## config.mk

```make
export PLATFORM = sky130hd
export DESIGN_NAME = cpi_cell
export DESIGN_NICKNAME = d
export VERILOG_FILES = /design/src/hw/rtl/cpi_pkg.sv /design/src/hw/rtl/cpi_cell.sv
export SDC_FILE = /design/constraint.sdc
export NUM_CORES = 1
export LEC_CHECK = 0
export ABC_AREA = 1
export BUFFER_PORTS_ARGS = -buffer_cell sky130_fd_sc_hd__buf_2
export CORE_MARGIN = 8
export CORE_UTILIZATION = 50
export CTS_CLUSTER_DIAMETER = 80
export DETAILED_ROUTE_END_ITERATION = 6
export PLACE_DENSITY = 0.89
export SETUP_SLACK_MARGIN = 0.1
export SLEW_MARGIN = 20
export SYNTH_ARGS = -nofsm -noshare
export SYNTH_HDL_FRONTEND = slang
export SYNTH_SLANG_ARGS = --single-unit
```

## constraint.sdc

```tcl
create_clock -name clk -period 9.6 [get_ports clk]
set_input_delay 0 -clock clk [delete_from_list [all_inputs] [get_ports clk]]
set_output_delay 0 -clock clk [all_outputs]
set_load 0.1 [all_outputs]
```

## src/hw/rtl/cpi_pkg.sv

```systemverilog
`timescale 1ns / 1ps

package cpi_pkg;

  localparam int PAL_SIZE  = 256;
  localparam int MAX_DIM   = 4096;

  localparam int IDX_W     = $clog2(PAL_SIZE);
  localparam int ROW_W     = $clog2(MAX_DIM + 1);
  localparam int COL_W     = $clog2(MAX_DIM);

  // fixed field widths of the ports
  localparam int CFG_W     = 13;
  localparam int CFG_IDX_W = 1;
  localparam int CHAN_W    = 8;
  localparam int COLOR_W   = 3 * CHAN_W;
  localparam int OUT_IDX_W = 8;
  localparam int POS_OUT_W = 12;

  // register indexes
  localparam logic [CFG_IDX_W-1:0] REG_WIDTH  = 1'd0;
  localparam logic [CFG_IDX_W-1:0] REG_HEIGHT = 1'd1;

  typedef logic [COLOR_W-1:0] color_t;
  typedef logic [IDX_W-1:0]   idx_t;
  typedef logic [ROW_W-1:0]   row_t;
  typedef logic [COL_W-1:0]   col_t;

  // position and shape check of one pixel
  typedef struct packed {
    row_t row;
    col_t col;
    logic shape_err;
  } pos_t;

  // pixel travelling down the palette cells
  typedef struct packed {
    logic   valid;
    color_t color;
    logic   last;
    logic   found;
    logic   is_new;
    idx_t   idx;
    pos_t   pos;
  } tok_t;

  // register value 0 acts as 1, above MAX_DIM acts as MAX_DIM
  function automatic row_t clamp_dim(input logic [CFG_W-1:0] v);
    int unsigned wide;
    wide = 32'(v);
    if (wide == 0) begin
      return row_t'(1);
    end
    if (wide > MAX_DIM) begin
      return row_t'(MAX_DIM);
    end
    return row_t'(wide);
  endfunction

endpackage

```

## src/hw/rtl/cpi_cell.sv

```systemverilog
`timescale 1ns / 1ps

module cpi_cell (
  input  logic          clk,
  input  logic          rst,
  input  logic          advance,
  input  cpi_pkg::idx_t cell_idx,
  input  cpi_pkg::tok_t tok_in,
  output cpi_pkg::tok_t tok_out
);
  import cpi_pkg::*;

  color_t color;
  logic   in_use;
  logic   hit;
  logic   ins;
  tok_t   tok_next;

  always_comb begin
    hit      = tok_in.valid && !tok_in.found && in_use && (color == tok_in.color);
    ins      = tok_in.valid && !tok_in.found && !in_use;
    tok_next = tok_in;
    if (hit || ins) begin
      tok_next.found = 1'b1;
      tok_next.idx   = cell_idx;
    end
    if (ins) begin
      tok_next.is_new = 1'b1;
    end
  end

  // colour store, no reset
  always_ff @(posedge clk) begin
    if (advance && ins) begin
      color <= tok_in.color;
    end
  end

  // a last pixel empties every cell it passes
  always_ff @(posedge clk) begin
    if (rst) begin
      in_use <= 1'b0;
    end else if (advance) begin
      if (tok_in.valid && tok_in.last) begin
        in_use <= 1'b0;
      end else if (ins) begin
        in_use <= 1'b1;
      end
    end
  end

  // only the valid bit needs a reset
  always_ff @(posedge clk) begin
    if (rst) begin
      tok_out.valid <= 1'b0;
    end else if (advance) begin
      tok_out <= tok_next;
    end
  end

endmodule

```

==> out/results.txt <==
At the pin with the least slew margin, the transition time is 704 ps. The pin count of the biggest net entering global routing came out at 40. For the critical path arrival, the log shows 2210 ps. The number of placed I/O pins was 135; the fraction of the cycle the final worst path needs was 22.0%. Global routing used 31.6% of the available met2 tracks. The clock transition at the registers of the reported paths came out at 90 ps.

The most critical setup path has its endpoint at tok_out[31]. The site row count is 29, and the count of non-filler cells in the finished layout is 528. The critical path class is reg2reg. In this run the tool buffered the top-level ports with 134 buffer cells.

The cell taking the most area after synthesis is sky130_fd_sc_hd__edfxtp_1. The maximum vdd ir drop was 0.138 mV. For the count of TritonRoute iterations in the first routing pass, the log shows 4. For the final wirelength, the log shows 8.28 mm. Across the routed clock network, the largest skew measured is 9.05 ps.

For the count of final hold-check violations, the log shows 0. The routed via count divided by cell count is 4.72. In this run the cell area of the synthesized design comes to 3220 sq um.

The worst hold path startpoint is advance. The routed design could run at a clock period as short as 2110 ps. The data required time at the worst endpoint is 9690 ps. The Yosys step of the flow raised 0 warnings.

The overflow left after global routing is 0, and the critical path depth in cells is 9. The run gives 300 as the net count of the mapped netlist. The via count of the first global-routing pass was 2572.

Cell at the slowest stage of the critical path: sky130_fd_sc_hd__dlygate4sd3_1. The first routing iteration left 117 violations. The run gives 2.17 nW as the standby leakage power. After synthesis, the largest area contributor takes up 79.3% of total cell area. The tool flagged a number of max-cap violations equal to 0. For this configuration, the core starts out at a cell density of 51.3%.

Compared with the post-synthesis result, the final layout area differs by 53.8%. Sequential cells were found to cover 80.6% of the synthesized design area. Routed length per placed instance: 15.7 microns. After synthesis, the cell types taking the most area are sky130_fd_sc_hd__edfxtp_1 79%, sky130_fd_sc_hd__nand2_1 6.1%, sky130_fd_sc_hd__inv_1 3.5%, sky130_fd_sc_hd__nor2_1 2.6%, sky130_fd_sc_hd__nand3_1 1.9%. The run gives 6280 sq um as the placeable core region.

For the total count of max-transition violations in the final report, the log shows 0. Once detailed placement completed, the half-perimeter wirelength came to 5.27 mm. The H-tree was split into 3 levels. The number of setup buffers added after CTS is 0. In the synthesized netlist, the cells that appear most often are 85 x sky130_fd_sc_hd__edfxtp_1, 52 x sky130_fd_sc_hd__nand2_1, 30 x sky130_fd_sc_hd__inv_1. The final weighted congestion in routability-driven placement is 0.709. In the global route stage, met1 resource usage came out at 19.7%. The clock passes through at most 2 buffers. The count of buffer and inverter cells on the critical path was 1; the setup total negative slack was 0 ps.

Length in cells of the worst reg-to-reg path: 9. Clock latency on the worst-skew pair, taken at its later pin, is 340 ps. The most used routing layer in global routing was met2. TritonCTS created 9 clock buffers. Counting stages on the worst path, the most repeated cell is sky130_fd_sc_hd__nand2_1. Headroom to the max-slew limit came out at 52.9%. The per-instance average area after synthesis is 14.2 sq um.

Setup repair after global routing left no endpoint under its margin. Synthesis produced 227 cells. The maximum cell stage delay along the critical path works out to 560 ps. Setup violations remaining at the end of the flow were counted as 0. The number of antenna violations at the first check in global routing is 0, and the global-route wire length before repair is 12.6 mm. The register-to-register setup slack came out at 7490 ps. Counting flops with an async set or reset pin after synthesis yields a share of 0%. The run gives 519 as the number of nets at the end of the flow. The cell sitting at the root of the clock tree is a sky130_fd_sc_hd__clkbuf_8.

The tools report the floorplan die area as 9260 sq um. Traced cell by cell, the critical path runs through nand2_1 -> nand2_1 -> nor2_1 -> nand3_1 -> nor2_2 -> nand3_4 -> nand3_1 -> nand2_1 -> dlygate4sd3_1. The via count of the routed design is 2494. The run finished with clean final reports. Peak clock frequency supported by timing: 473 MHz. The synthesis-stage register bit count is 87, and the horizontal die dimension is 96.2 microns. The clock net in this run drives a total of 87 sinks.

The library cell with the highest instance count after synthesis was sky130_fd_sc_hd__edfxtp_1. The post-route netlist has 35.7% of its cells at a drive strength greater than 1. In the routed design, unresolved DRC markers number 0.

In this run the worst path has a maximum fanout of 10. In this run, synthesis inferred 85 flip-flops with an integrated enable. For the total instance count after detailed placement, the log shows 439. In this run the power density over the cells is 187 nW/um^2. STA classifies the critical path endpoint as a flip-flop.

Grouping stages by cell kind, the critical path spends the most delay in simple AND/OR/NAND/NOR gates. Most used flip-flop cell after synthesis: sky130_fd_sc_hd__edfxtp_1. The launch point of the critical path was color[4]. For this run, the total global-route usage over all layers was measured as 18.0%. Element type at the critical path start: a flip-flop.

The worst hold path belongs to the class in2reg. The number of antenna diodes in the final layout is 0. In this run the remaining antenna-violating nets after routing total 0. The die is 96.2 microns tall. After synthesis, the netlist uses 18 different library cells. The met3 track demand over resource in global routing came out at 5.15%. The worst register-to-register path begins at color[4]. The run gives 358 as the filler cell count. In this run the critical register-to-register path is captured at tok_out[31]. TritonCTS built the clock tree.
## worst min path at each step
stage                  endpoint  slack [ps]  cells past startpoint
global placement    tok_out[12]         180                      1
CTS                 tok_out[52]         260                      3
global route        tok_out[59]         310                      3
floorplan           tok_out[61]          70                      1
detailed placement  tok_out[12]         180                      1
finish              tok_out[53]         270                      3
## where the power goes
part | switching [W] | leakage [nW] | total (W) | internal (W)
sequential | 0.00000539 | 0.809 | 0.000445 | 0.000440
combinational | 0.000158 | 1.26 | 0.000206 | 0.0000489
clock | 0.000129 | 0.102 | 0.000276 | 0.000147
## cell usage in the layout, fill, tap and decap left out, types with 3 or more instances in the layout
cell and instances:
sky130_fd_sc_hd__buf_2 134, sky130_fd_sc_hd__edfxtp_1 85, sky130_fd_sc_hd__dlygate4sd3_1 73, sky130_fd_sc_hd__nand2_1 52, sky130_fd_sc_hd__inv_1 30, sky130_fd_sc_hd__nor2_1 20, sky130_fd_sc_hd__nand3_1 12, sky130_fd_sc_hd__clkbuf_8 9
sky130_fd_sc_hd__o21ai_0 6, sky130_fd_sc_hd__xor2_1 4, sky130_fd_sc_hd__nor2_2 4, sky130_fd_sc_hd__o21ai_1 3, sky130_fd_sc_hd__clkinvlp_4 3
## cell families after synthesis
family / count (synthesis) / share of synthesized area [%]
DFF: 87 / 80.6
buffers and inverters: 31 / 3.85
xor gates and xnor gates: 5 / 1.36
AOI/OAI and AO/OA: 12 / 2.06
and+or+nand+nor: 92 / 12.2
## cell type report
class	count	area [sq um]	area share (%)
Sequential cell	87	2590	52.4
Timing Repair Buffer	209	1420	28.6
Multi-Input combinational cell	109	512	10.3
Clock buffer	9	124	2.50
Inverter	30	113	2.28
Clock inverter	7	96.3	1.95
Tap cell	77	96.3	1.95
## what timing repair did
| action | CTS | global route |
|---|---|---|
| hold buffers | 73 | 0 |
| resized for setup | 0 | 0 |
| hold endpoints to repair | 87 | 0 |
## flip-flops by register name, summed over array words and instances, names as in the netlist
name and count:
tok_out 62, in_use 1, color 24
## metrics by stage
stage	worst slack (ps)	total power [W]	utilization, %	instance area, sq um	hold slack [ps]
3_5_place_dp	7880	0.000635	63.7	4000	179
3_3_place_gp	7990	0.000631	63.7	4000	178
2_1_floorplan	6500	0.000596	-	3220	69.1
4_1_cts	7540	0.000931	78.9	4950	261
6_report	7490	0.000928	78.9	4950	274
5_1_grt	7300	0.000958	78.9	4950	314
## layer usage
| metal | up-vias | routed length [microns] |
|---|---|---|
| li1 | 1206 | - |
| met1 | 1165 | 3070 |
| met2 | 103 | 4300 |
| met3 | 20 | 694 |
| met4 | 0 | 216 |
| met5 | - | 0 |
## worst register-to-register path, stage by stage (launching register included)
cell	delay, ps
sky130_fd_sc_hd__edfxtp_1	400
sky130_fd_sc_hd__nand2_1	90
sky130_fd_sc_hd__nand2_1	60
sky130_fd_sc_hd__nor2_1	100
sky130_fd_sc_hd__nand3_1	110
sky130_fd_sc_hd__nor2_2	160
sky130_fd_sc_hd__nand3_4	170
sky130_fd_sc_hd__nand3_1	140
sky130_fd_sc_hd__nand2_1	90
sky130_fd_sc_hd__dlygate4sd3_1	560
(Power assumes the default switching activity.)
