--- src/hw/rtl/cpi_pkg.sv ---
`timescale 1ns / 1ps

package cpi_pkg;

  localparam int PAL_SIZE  = 256;
  localparam int MAX_DIM   = 4096;

  localparam int IDX_W     = $clog2(PAL_SIZE);
  localparam int ROW_W     = $clog2(MAX_DIM + 1);
  localparam int COL_W     = $clog2(MAX_DIM);

  // fixed field widths of the ports
  localparam int CFG_W     = 13;
  localparam int CFG_IDX_W = 1;
  localparam int CHAN_W    = 8;
  localparam int COLOR_W   = 3 * CHAN_W;
  localparam int OUT_IDX_W = 8;
  localparam int POS_OUT_W = 12;

  // register indexes
  localparam logic [CFG_IDX_W-1:0] REG_WIDTH  = 1'd0;
  localparam logic [CFG_IDX_W-1:0] REG_HEIGHT = 1'd1;

  typedef logic [COLOR_W-1:0] color_t;
  typedef logic [IDX_W-1:0]   idx_t;
  typedef logic [ROW_W-1:0]   row_t;
  typedef logic [COL_W-1:0]   col_t;

  // position and shape check of one pixel
  typedef struct packed {
    row_t row;
    col_t col;
    logic shape_err;
  } pos_t;

  // pixel travelling down the palette cells
  typedef struct packed {
    logic   valid;
    color_t color;
    logic   last;
    logic   found;
    logic   is_new;
    idx_t   idx;
    pos_t   pos;
  } tok_t;

  // register value 0 acts as 1, above MAX_DIM acts as MAX_DIM
  function automatic row_t clamp_dim(input logic [CFG_W-1:0] v);
    int unsigned wide;
    wide = 32'(v);
    if (wide == 0) begin
      return row_t'(1);
    end
    if (wide > MAX_DIM) begin
      return row_t'(MAX_DIM);
    end
    return row_t'(wide);
  endfunction

endpackage

--- src/hw/rtl/cpi_pos.sv ---
`timescale 1ns / 1ps

module cpi_pos (
  input  logic                          clk,
  input  logic                          rst,
  input  logic                          cfg_we,
  input  logic [cpi_pkg::CFG_IDX_W-1:0] cfg_index,
  input  logic [cpi_pkg::CFG_W-1:0]     cfg_data,
  input  logic                          accept,
  input  logic                          last,
  output cpi_pkg::pos_t                 pos
);
  import cpi_pkg::*;

  logic [CFG_W-1:0] image_width;
  logic [CFG_W-1:0] image_height;
  row_t             next_row;
  col_t             next_col;
  row_t             w;
  row_t             h;
  row_t             col_ext;
  logic             at_end;

  always_ff @(posedge clk) begin
    if (rst) begin
      image_width  <= CFG_W'(1);
      image_height <= CFG_W'(1);
    end else if (cfg_we) begin
      unique case (cfg_index)
        REG_WIDTH:  image_width  <= cfg_data;
        REG_HEIGHT: image_height <= cfg_data;
        default:    ;
      endcase
    end
  end

  always_comb begin
    w       = clamp_dim(image_width);
    h       = clamp_dim(image_height);
    col_ext = row_t'(next_col);
    at_end  = (next_row == h - row_t'(1)) && (col_ext == w - row_t'(1));
    pos.row = next_row;
    pos.col = next_col;
    pos.shape_err = (next_row >= h) || (last && !at_end);
  end

  always_ff @(posedge clk) begin
    if (rst) begin
      next_row <= '0;
      next_col <= '0;
    end else if (accept) begin
      if (last) begin
        next_row <= '0;
        next_col <= '0;
      end else if ((col_ext + row_t'(1)) >= w) begin
        next_col <= '0;
        if (next_row < h) begin
          next_row <= next_row + row_t'(1);
        end
      end else begin
        next_col <= next_col + col_t'(1);
      end
    end
  end

endmodule

--- config.mk ---
export PLATFORM = sky130hd
export DESIGN_NAME = cpi_pos
export DESIGN_NICKNAME = d
export VERILOG_FILES = /design/src/hw/rtl/cpi_pkg.sv /design/src/hw/rtl/cpi_pos.sv
export SDC_FILE = /design/constraint.sdc
export NUM_CORES = 1
export LEC_CHECK = 0
export BUFFER_PORTS_ARGS = -buffer_cell sky130_fd_sc_hd__buf_2
export CAP_MARGIN = 20
export CORE_MARGIN = 2
export CORE_UTILIZATION = 40
export DETAILED_ROUTE_END_ITERATION = 12
export GPL_TIMING_DRIVEN = 0
export PLACE_DENSITY = 0.66
export SKIP_LAST_GASP = 1
export SYNTH_ARGS = -nofsm -noshare
export SYNTH_HDL_FRONTEND = slang
export SYNTH_SLANG_ARGS = --single-unit
--- constraint.sdc ---
create_clock -name clk -period 3.8 [get_ports clk]
set_input_delay 0 -clock clk [delete_from_list [all_inputs] [get_ports clk]]
set_output_delay 0 -clock clk [all_outputs]
set_load 0.01 [all_outputs]
==> run_results.csv, run 1 <==
group,metric,value,unit
outcome,run_status,"complete, no violations",
worst_setup_path,timing.critical_path.cells,"or4_4 -> o41ai_4 -> nand2_1 -> ha_4 -> a21o_1 -> o41a_1 -> or3_1 -> nor4_1 -> a31oi_1 -> buf_2",
synth,synthesis.area,4250,um2
drt,route.met3.wl,798,um
power,power-per-cell-area,254,nW/um2
power,combinationalPowerShare,29.6,%
synth,number_of_synthesis_warnings,0,
timing,worst_slew_margin_rel,58.9,%
power,power_switching_share,34.6,%
final_layout,synthToLayoutAreaGrowth,20.6,%
drt,drt_wl_total,13100,um
worst_setup_path,critical_path_cell_count,10,
grt,grt_use_total,22.3,%
power,p_leak,0.00207,uW
drt,routedWlPerCell,16.6,um
drt,post-route-drc-count,0,
floorplan,die_area,11500,um2
timing,finalHoldViolCount,0,
worst_setup_path,endpoint_of_the_worst_register_to_register_path,"next_row[12]",
worst_setup_path,cpPeakStageDelay,590,ps
timing,clock.fmax,0.266,GHz
timing,min_period_over_period,98.8,%
drt,metal1_wirelength,5820,um
drt,drt_first_iter_violations,354,
worst_setup_path,cp-start-kind,"flop",
synth,synth_async_sr_flop_share,0,%
power,power.switching,450,uW
clock_network,cts.sink_count,51,
worst_setup_path,crit-reg2reg-launch,"next_col[0]",
floorplan,initial_utilization,41.1,%
timing,timing.final.setup_violations,0,
placement,port_buffers,43,
worst_setup_path,timing_worst_setup_path_type,"flop to primary output",
final_layout,final_layout_size_suffix_gt1_share,19.2,%
synth,post-synth-top-area-fraction,24.0,%
grt,grt_overflow_total,0,
clock_network,cts_tree,"yes",
worst_setup_path,worst_setup_path_endpoint,"pos[0]",
drt,route.top_layer_used,"met4",
timing,skew,11.4,ps
power,internal_power,852,uW
power,pwr-share-clk,26.2,%
timing,timing.final.crit_period,3760,ps
worst_setup_path,worst_r2r_path_depth,15,
final_layout,count_of_non_filler_cells_in_the_finished_layout,787,
drt,dr_wl_met2,6310,um
worst_setup_path,arrival,3760,ps
grt,grt_antenna_before_repair,0,
worst_setup_path,cp_required,3800,ps
floorplan,die_w,107,um
power,seqPwrFrac,44.2,%
floorplan,coreArea,10300,um2
drt,firstDrtPassIters,5,
worst_setup_path,worst_path_dominant_cell_family,"simple AND/OR/NAND/NOR gates",
clock_network,cts-root-to-sink-buffers,2,
synth,post-synth-top-area-cell,"dfxtp_1",
placement,place_congestion,0.930,
timing,tightestPinTransition,617,ps
clock_network,htreeDepth,2,
final_layout,final_design_area_no_fill,5120,um2
synth,syn-num-nets,627,
placement,dp.cells,757,
drt,num_vias,4676,
final_layout,final_core_util,49.6,%
clock_network,worst_setup_hold_path_clk_slew,110,ps
grt,first_global_vias,4258,
floorplan,die-height,107,um
synth,synth_top_flop_cell,"dfxtp_1",
worst_setup_path,regToRegSetupSlack,170,ps
floorplan,rows,37,
synth,synth.yosys.seq_area_share,24.0,%
synth,synth_top_cells_by_area,"dfxtp_1, nand2_1, ha_1, a21oi_1, xnor2_1",
drt,detail_route.vias_per_cell,5.94,
synth,post_synth_inst_count,578,
power,worst_ir_drop_vdd,0.167,mV
clock_network,clock_insertion_delay_worst_skew,310,ps
drt,antenna_left,0,
clock_network,cts-buffers-inserted,5,
grt,global_route_wire_length_before_repair,20700,um
hold_path,hp-class,"input pin to flop",
worst_setup_path,crit_buf_inv,1,
worst_setup_path,critical_path.slowest_cell,"or4_4",
clock_network,clk_root_buffer_cell,"clkbuf_8",
timing,report.final.slew_viol_count,0,
worst_setup_path,timing.critical_path.to_type,"primary output",
floorplan,io_pins,45,
final_layout,finalNetCount,699,
worst_setup_path,crit_fanout,4,
grt,grt_start_max_net_pins,19,
synth,synth_enable_flop_cells,0,
placement,place.detailed.hpwl,9830,um
worst_setup_path,startpoint,"image_height[10]",
synth,yosys_register_bits,51,
job,drv_cap,0,
placement,dpl_cell_area,4630,um2
timing,grt_setup_unrepaired,"true",
synth,synth.avg_cell_area,7.34,um2
final_layout,antenna-diode-count,0,
synth,synthDistinctLibCells,70,
==> power groups by stage <==
stage	Combinational (uW)	Sequential, uW	Clock [uW]
final	386	575	341
after global routing	423	578	375
after CTS	349	572	350
after detailed placement	332	584	0
after global placement	328	583	0
after floorplan	247	577	0
==> cell usage in the layout (no fill, tap or decap), types with 6 or more instances in the layout <==
cell / instances
nand4_1: 10
nand3_1: 12
clkbuf_1: 19
xnor2_1: 15
or2_2: 13
buf_2: 46
a31oi_1: 6
mux2i_1: 6
nor2_1: 22
nor4_1: 10
inv_1: 16
nand2_1: 106
a211oi_1: 7
nor2b_1: 18
a21oi_1: 55
nand2b_1: 12
buf_4: 14
xor2_1: 9
dlygate4sd3_1: 14
o21ai_0: 26
dfxtp_1: 43
ha_1: 29
or3_1: 11
nor3_1: 9
==> through the flow <==
step                power (uW)  setup TNS, ps  setup slack (ps)  hold WS [ps]
global route              1380          -18.1             -18.1          29.0
finish                    1300              0              44.2          13.4
CTS                       1270              0              22.3          13.5
global placement           911          -5750              -445           246
detailed placement         916          -6380              -496           245
floorplan                  824              0               213           110
==> cells by family after synthesis <==
group                      count (synthesis)  synth area share [%]
DFF                                       51                  24.0
xor gates and xnor gates                  24                  4.95
adders and majority gates                 30                  8.84
muxes                                      7                  1.68
and+or+nand+nor                          268                  32.9
buffers and inverters                     51                  4.89
AOI/OAI and AO/OA                        147                  22.7
==> sequential cells by signal, summed over array words and instances (netlist names) <==
name	cells
image_height	13
image_width	13
next_col	12
next_row	13
==> worst register-to-register path, stage by stage (launching register included) <==
cell and delay (ps):
dfxtp_4 380, ha_1 220, and3_4 200, and3_4 180, and3_4 180, and3_2 240
and3_1 190, ha_1 300, o21ai_0 80, a21oi_1 130, o32ai_1 120, a31oi_2 350
a21oi_2 130, buf_6 160, or4_1 500, a21oi_1 160
==> synthesized netlist by cell type, types with 3 or more instances <==
library cell / instances
and4_1: 4
and2_1: 5
o21a_1: 3
o2111ai_1: 4
or2_2: 13
or4_1: 5
clkbuf_1: 28
and3_1: 8
nor3_1: 12
or3_1: 11
nand3_1: 13
xor2_1: 9
a21oi_1: 57
o21ai_0: 26
a211oi_1: 7
nand4_1: 10
nor4_1: 12
inv_1: 16
xnor2_1: 15
a311oi_1: 4
nor3b_1: 5
nand2_1: 106
nand2b_1: 12
nor2_1: 22
a31oi_1: 7
nor2b_1: 18
nand4b_1: 3
a21o_1: 3
o31ai_1: 5
mux2i_1: 6
buf_1: 4
dfxtp_1: 51
ha_1: 30
==> timing repair <==
item | CTS | global route
setup buffers | 0 | 14
hold endpoints to repair | 27 | 0
hold buffers | 14 | 0
endpoints found under the setup margin | 24 | 25
resized for setup | 12 | 36
pin swaps | 2 | 13
==> cell type report <==
class                           instances  area (um2)
Fill cell                            1030        5200
Multi-Input combinational cell        476        3150
Sequential cell                        51        1040
Timing Repair Buffer                   71         460
Tap cell                              136         170
Buffer                                 29         139
Clock buffer                            5        68.8
Inverter                               16        60.1
Clock inverter                          3        27.5
==> per-layer routing <==
metal	vias to the layer above	track usage (%)
met5	-	0
li1	2250	-
met4	0	4.45
met3	14	3.65
met2	158	38.2
met1	2254	29.4
==> worst min-delay path by stage <==
stage | start | end | slack [ps] | cells past startpoint
5_1_grt | cfg_index | image_width[3] | 30 | 4
3_3_place_gp | cfg_data[0] | image_width[0] | 250 | 3
6_report | cfg_index | image_width[3] | 10 | 4
3_5_place_dp | cfg_data[0] | image_width[0] | 240 | 3
2_1_floorplan | accept | next_col[10] | 110 | 1
4_1_cts | cfg_index | image_width[3] | 10 | 4
No activity file was read; power rests on OpenSTA's default activity.
==> inputs of run 2 (changes only) <==
Settings changed: ABC_AREA set to 1.
==> run_results.csv, run 2 <==
group,metric,value,unit
final_layout,antenna-diode-count,0,
clock_network,cts-root-to-sink-buffers,2,
power,worst_ir_drop_vdd,0.128,mV
final_layout,final_core_util,47.4,%
timing,worst_slew_margin_rel,59.2,%
worst_setup_path,arrival,3660,ps
grt,global_route_wire_length_before_repair,19300,um
hold_path,hp-class,"input pin to flop",
drt,post-route-drc-count,0,
synth,syn-num-nets,708,
hold_path,worst_hold_path.num_cells,3,
worst_setup_path,worst_path_dominant_cell_family,"simple AND/OR/NAND/NOR gates",
power,power-per-cell-area,283,nW/um2
placement,dpl_cell_area,4410,um2
worst_setup_path,crit_fanout,10,
clock_network,worst_setup_hold_path_clk_slew,110,ps
synth,synth_top_cells_by_area,"dfxtp_1, nand2_1, ha_1, nor2_1, inv_1",
drt,drt_first_iter_violations,247,
synth,synth_top_flop_cell,"dfxtp_1",
synth,yosys-top-cells-count,"nand2_1, nor2_1, inv_1",
floorplan,io_pins,45,
grt,grt_antenna_before_repair,0,
timing,min_period_over_period,90.3,%
placement,dp_worst_setup_slack,94.9,ps
synth,synthDistinctLibCells,36,
timing,finalHoldViolCount,0,
worst_setup_path,critical_path_cell_count,17,
timing,report.final.slew_viol_count,0,
worst_setup_path,worst_r2r_path_depth,17,
synth,synthesis.area,4030,um2
timing,grt_setup_unrepaired,"false",
drt,antenna_left,0,
final_layout,final_design_area_no_fill,4630,um2
timing,tightestPinTransition,611,ps
final_layout,final.fill_count,1059,
timing,setup_ws,369,ps
final_layout,synthToLayoutAreaGrowth,15.0,%
synth,yosys_register_bits,51,
power,p_total,1310,uW
worst_setup_path,crit_buf_inv,2,
worst_setup_path,cpPeakStageDelay,480,ps
timing,clock.fmax,0.291,GHz
worst_setup_path,cp-start-kind,"flop",
placement,place.detailed.hpwl,9080,um
final_layout,final_layout_size_suffix_gt1_share,9.72,%
grt,grt_start_max_net_pins,16,
floorplan,coreArea,9770,um2
clock_network,htreeDepth,2,
placement,port_buffers,42,
clock_network,clock_insertion_delay_worst_skew,320,ps
clock_network,cts-buffers-inserted,5,
final_layout,layout_common_cells,"nand2_1, nor2_1, inv_1",
worst_setup_path,timing_worst_setup_path_type,"flop to flop",
clock_network,cts_tree,"yes",
timing,timing.final.setup_violations,0,
drt,num_vias,4460,
job,drv_cap,0,
placement,place_congestion,0.884,
timing,setup_tns,0,ps
clock_network,postCtsSetupRepairBufs,0,
worst_setup_path,timing.critical_path.cells,"and3_1 -> nand4_1 -> nor2_1 -> nand2_1 -> nor3_1 -> nand2_1 -> xor2_1 -> inv_1 -> ha_1 -> nand2_1 -> nor4_1 -> nand4_1 -> nand4_1 -> nand3_1 -> clkbuf_2 -> nor3_1 -> nor2_1",
floorplan,die_w,104,um
drt,routedWlPerCell,13.5,um
synth,number_of_synthesis_warnings,0,
grt,first_global_vias,4105,
drt,drt_wl_total,11500,um
worst_setup_path,timing.critical_path.to_type,"flop",
outcome,run_status,"complete, no violations",
floorplan,rows,36,
floorplan,initial_utilization,41.2,%
final_layout,finalNetCount,768,
worst_setup_path,cp_required,4020,ps
worst_setup_path,critical_path.slowest_cell,"dfxtp_1",
floorplan,die-height,104,um
final_layout,most_common_library_cell_in_the_layout_ignoring_fill_and_taps,"nand2_1",
floorplan,die_area,10900,um2
synth,post-synth-top-area-cell,"dfxtp_1",
grt,grt_use_total,21.5,%
timing,timing.final.crit_period,3430,ps
clock_network,cts.sink_count,51,
grt,grt_overflow_total,0,
synth,synth.most_common_cell,"nand2_1",
synth,synth_enable_flop_cells,0,
final_layout,layout_top_registers,"image_height x13, image_width x13, next_row x13",
drt,detail_route.vias_per_cell,5.23,
synth,post-synth-top-area-fraction,25.3,%
clock_network,clk_root_buffer_cell,"clkbuf_8",
timing,skew,17.6,ps
synth,post_synth_inst_count,659,
synth,synth_async_sr_flop_share,0,%
synth,synth.avg_cell_area,6.11,um2
drt,firstDrtPassIters,5,
power,p_leak,0.00226,uW
synth,synth.yosys.seq_area_share,25.3,%
[run 2: cell types whose count changed after synthesis, moves of 13 or more]
cell | before | now
nand3_1 | 13 | 53
o21ai_0 | 26 | 50
clkbuf_1 | 28 | 11
nor2b_1 | 18 | 1
a21oi_1 | 57 | 40
xnor2_1 | 15 | 2
inv_1 | 16 | 80
nor2_1 | 22 | 91
nand2_1 | 106 | 176
or2_2 | 13 | 0
[run 2: final cells by class]
cell class	instances	area, um2	share of cell area, %
Clock buffer	7	96.3	2.08
Multi-Input combinational cell	512	2640	56.9
Timing Repair Buffer	53	320	6.91
Clock inverter	1	7.51	0.162
Buffer	16	83.8	1.81
Inverter	80	300	6.48
Sequential cell	51	1020	22.1
Tap cell	133	166	3.59
[run 2: path summary, 6_finish.rpt]
| check | slack [ps] | startpoint | to |
|---|---|---|---|
| max | 370 | next_col[2] | next_row[6] |
| min | 10 | cfg_data[11] | image_height[11] |
| max reg2reg | 370 | next_col[2] | next_row[6] |
| min reg2reg | 490 | image_width[9] | image_width[9] |
[run 2: worst reg2reg max path, delay by kind of cell, from the launching register on]
family	cells	cell delay, ps
XOR/XNOR	1	150
adder cells (fa/ha/maj)	1	280
buffers and inverters	2	340
flip-flops	1	480
AND/OR/NAND/NOR	13	2090
[run 2: cells by family after synthesis]
kind of cell / after synthesis / share of synthesized area, %
simple gates: 356 / 37.0
xor+xnor: 20 / 4.69
flops: 51 / 25.3
buf+inv: 96 / 9.47
fa+ha+maj: 30 / 9.32
compound gates: 106 / 14.1
[run 2: per-layer routing]
| layer | up-vias | GRT usage [%] | wire [um] | part of all wire, % |
|---|---|---|---|---|
| li1 | 2266 | - | - | - |
| met1 | 2043 | 27.4 | 5130 | 44 |
| met2 | 131 | 37.4 | 5630 | 49 |
| met3 | 20 | 3.32 | 592 | 5.1 |
| met4 | 0 | 5.79 | 178 | 1.5 |
| met5 | - | 0 | 0 | 0 |
[run 2: stage by stage]
step                      instances  hold slack (ps)
final                           853             9.65
after global routing            853             19.3
after CTS                       853             7.06
after detailed placement        834              256
after global placement          834              254
after floorplan                 659             94.6
[run 2: power by group]
group	internal [uW]	switching, uW
combinational	135	232
clock	166	191
sequential	556	29.5
[run 2: timing repair]
item / 4_1_cts / 5_1_grt
hold buffers: 11 / 0
endpoints found under the setup margin: 0 / 23
hold endpoints to repair: 17 / 0
gates resized for setup: 0 / 8
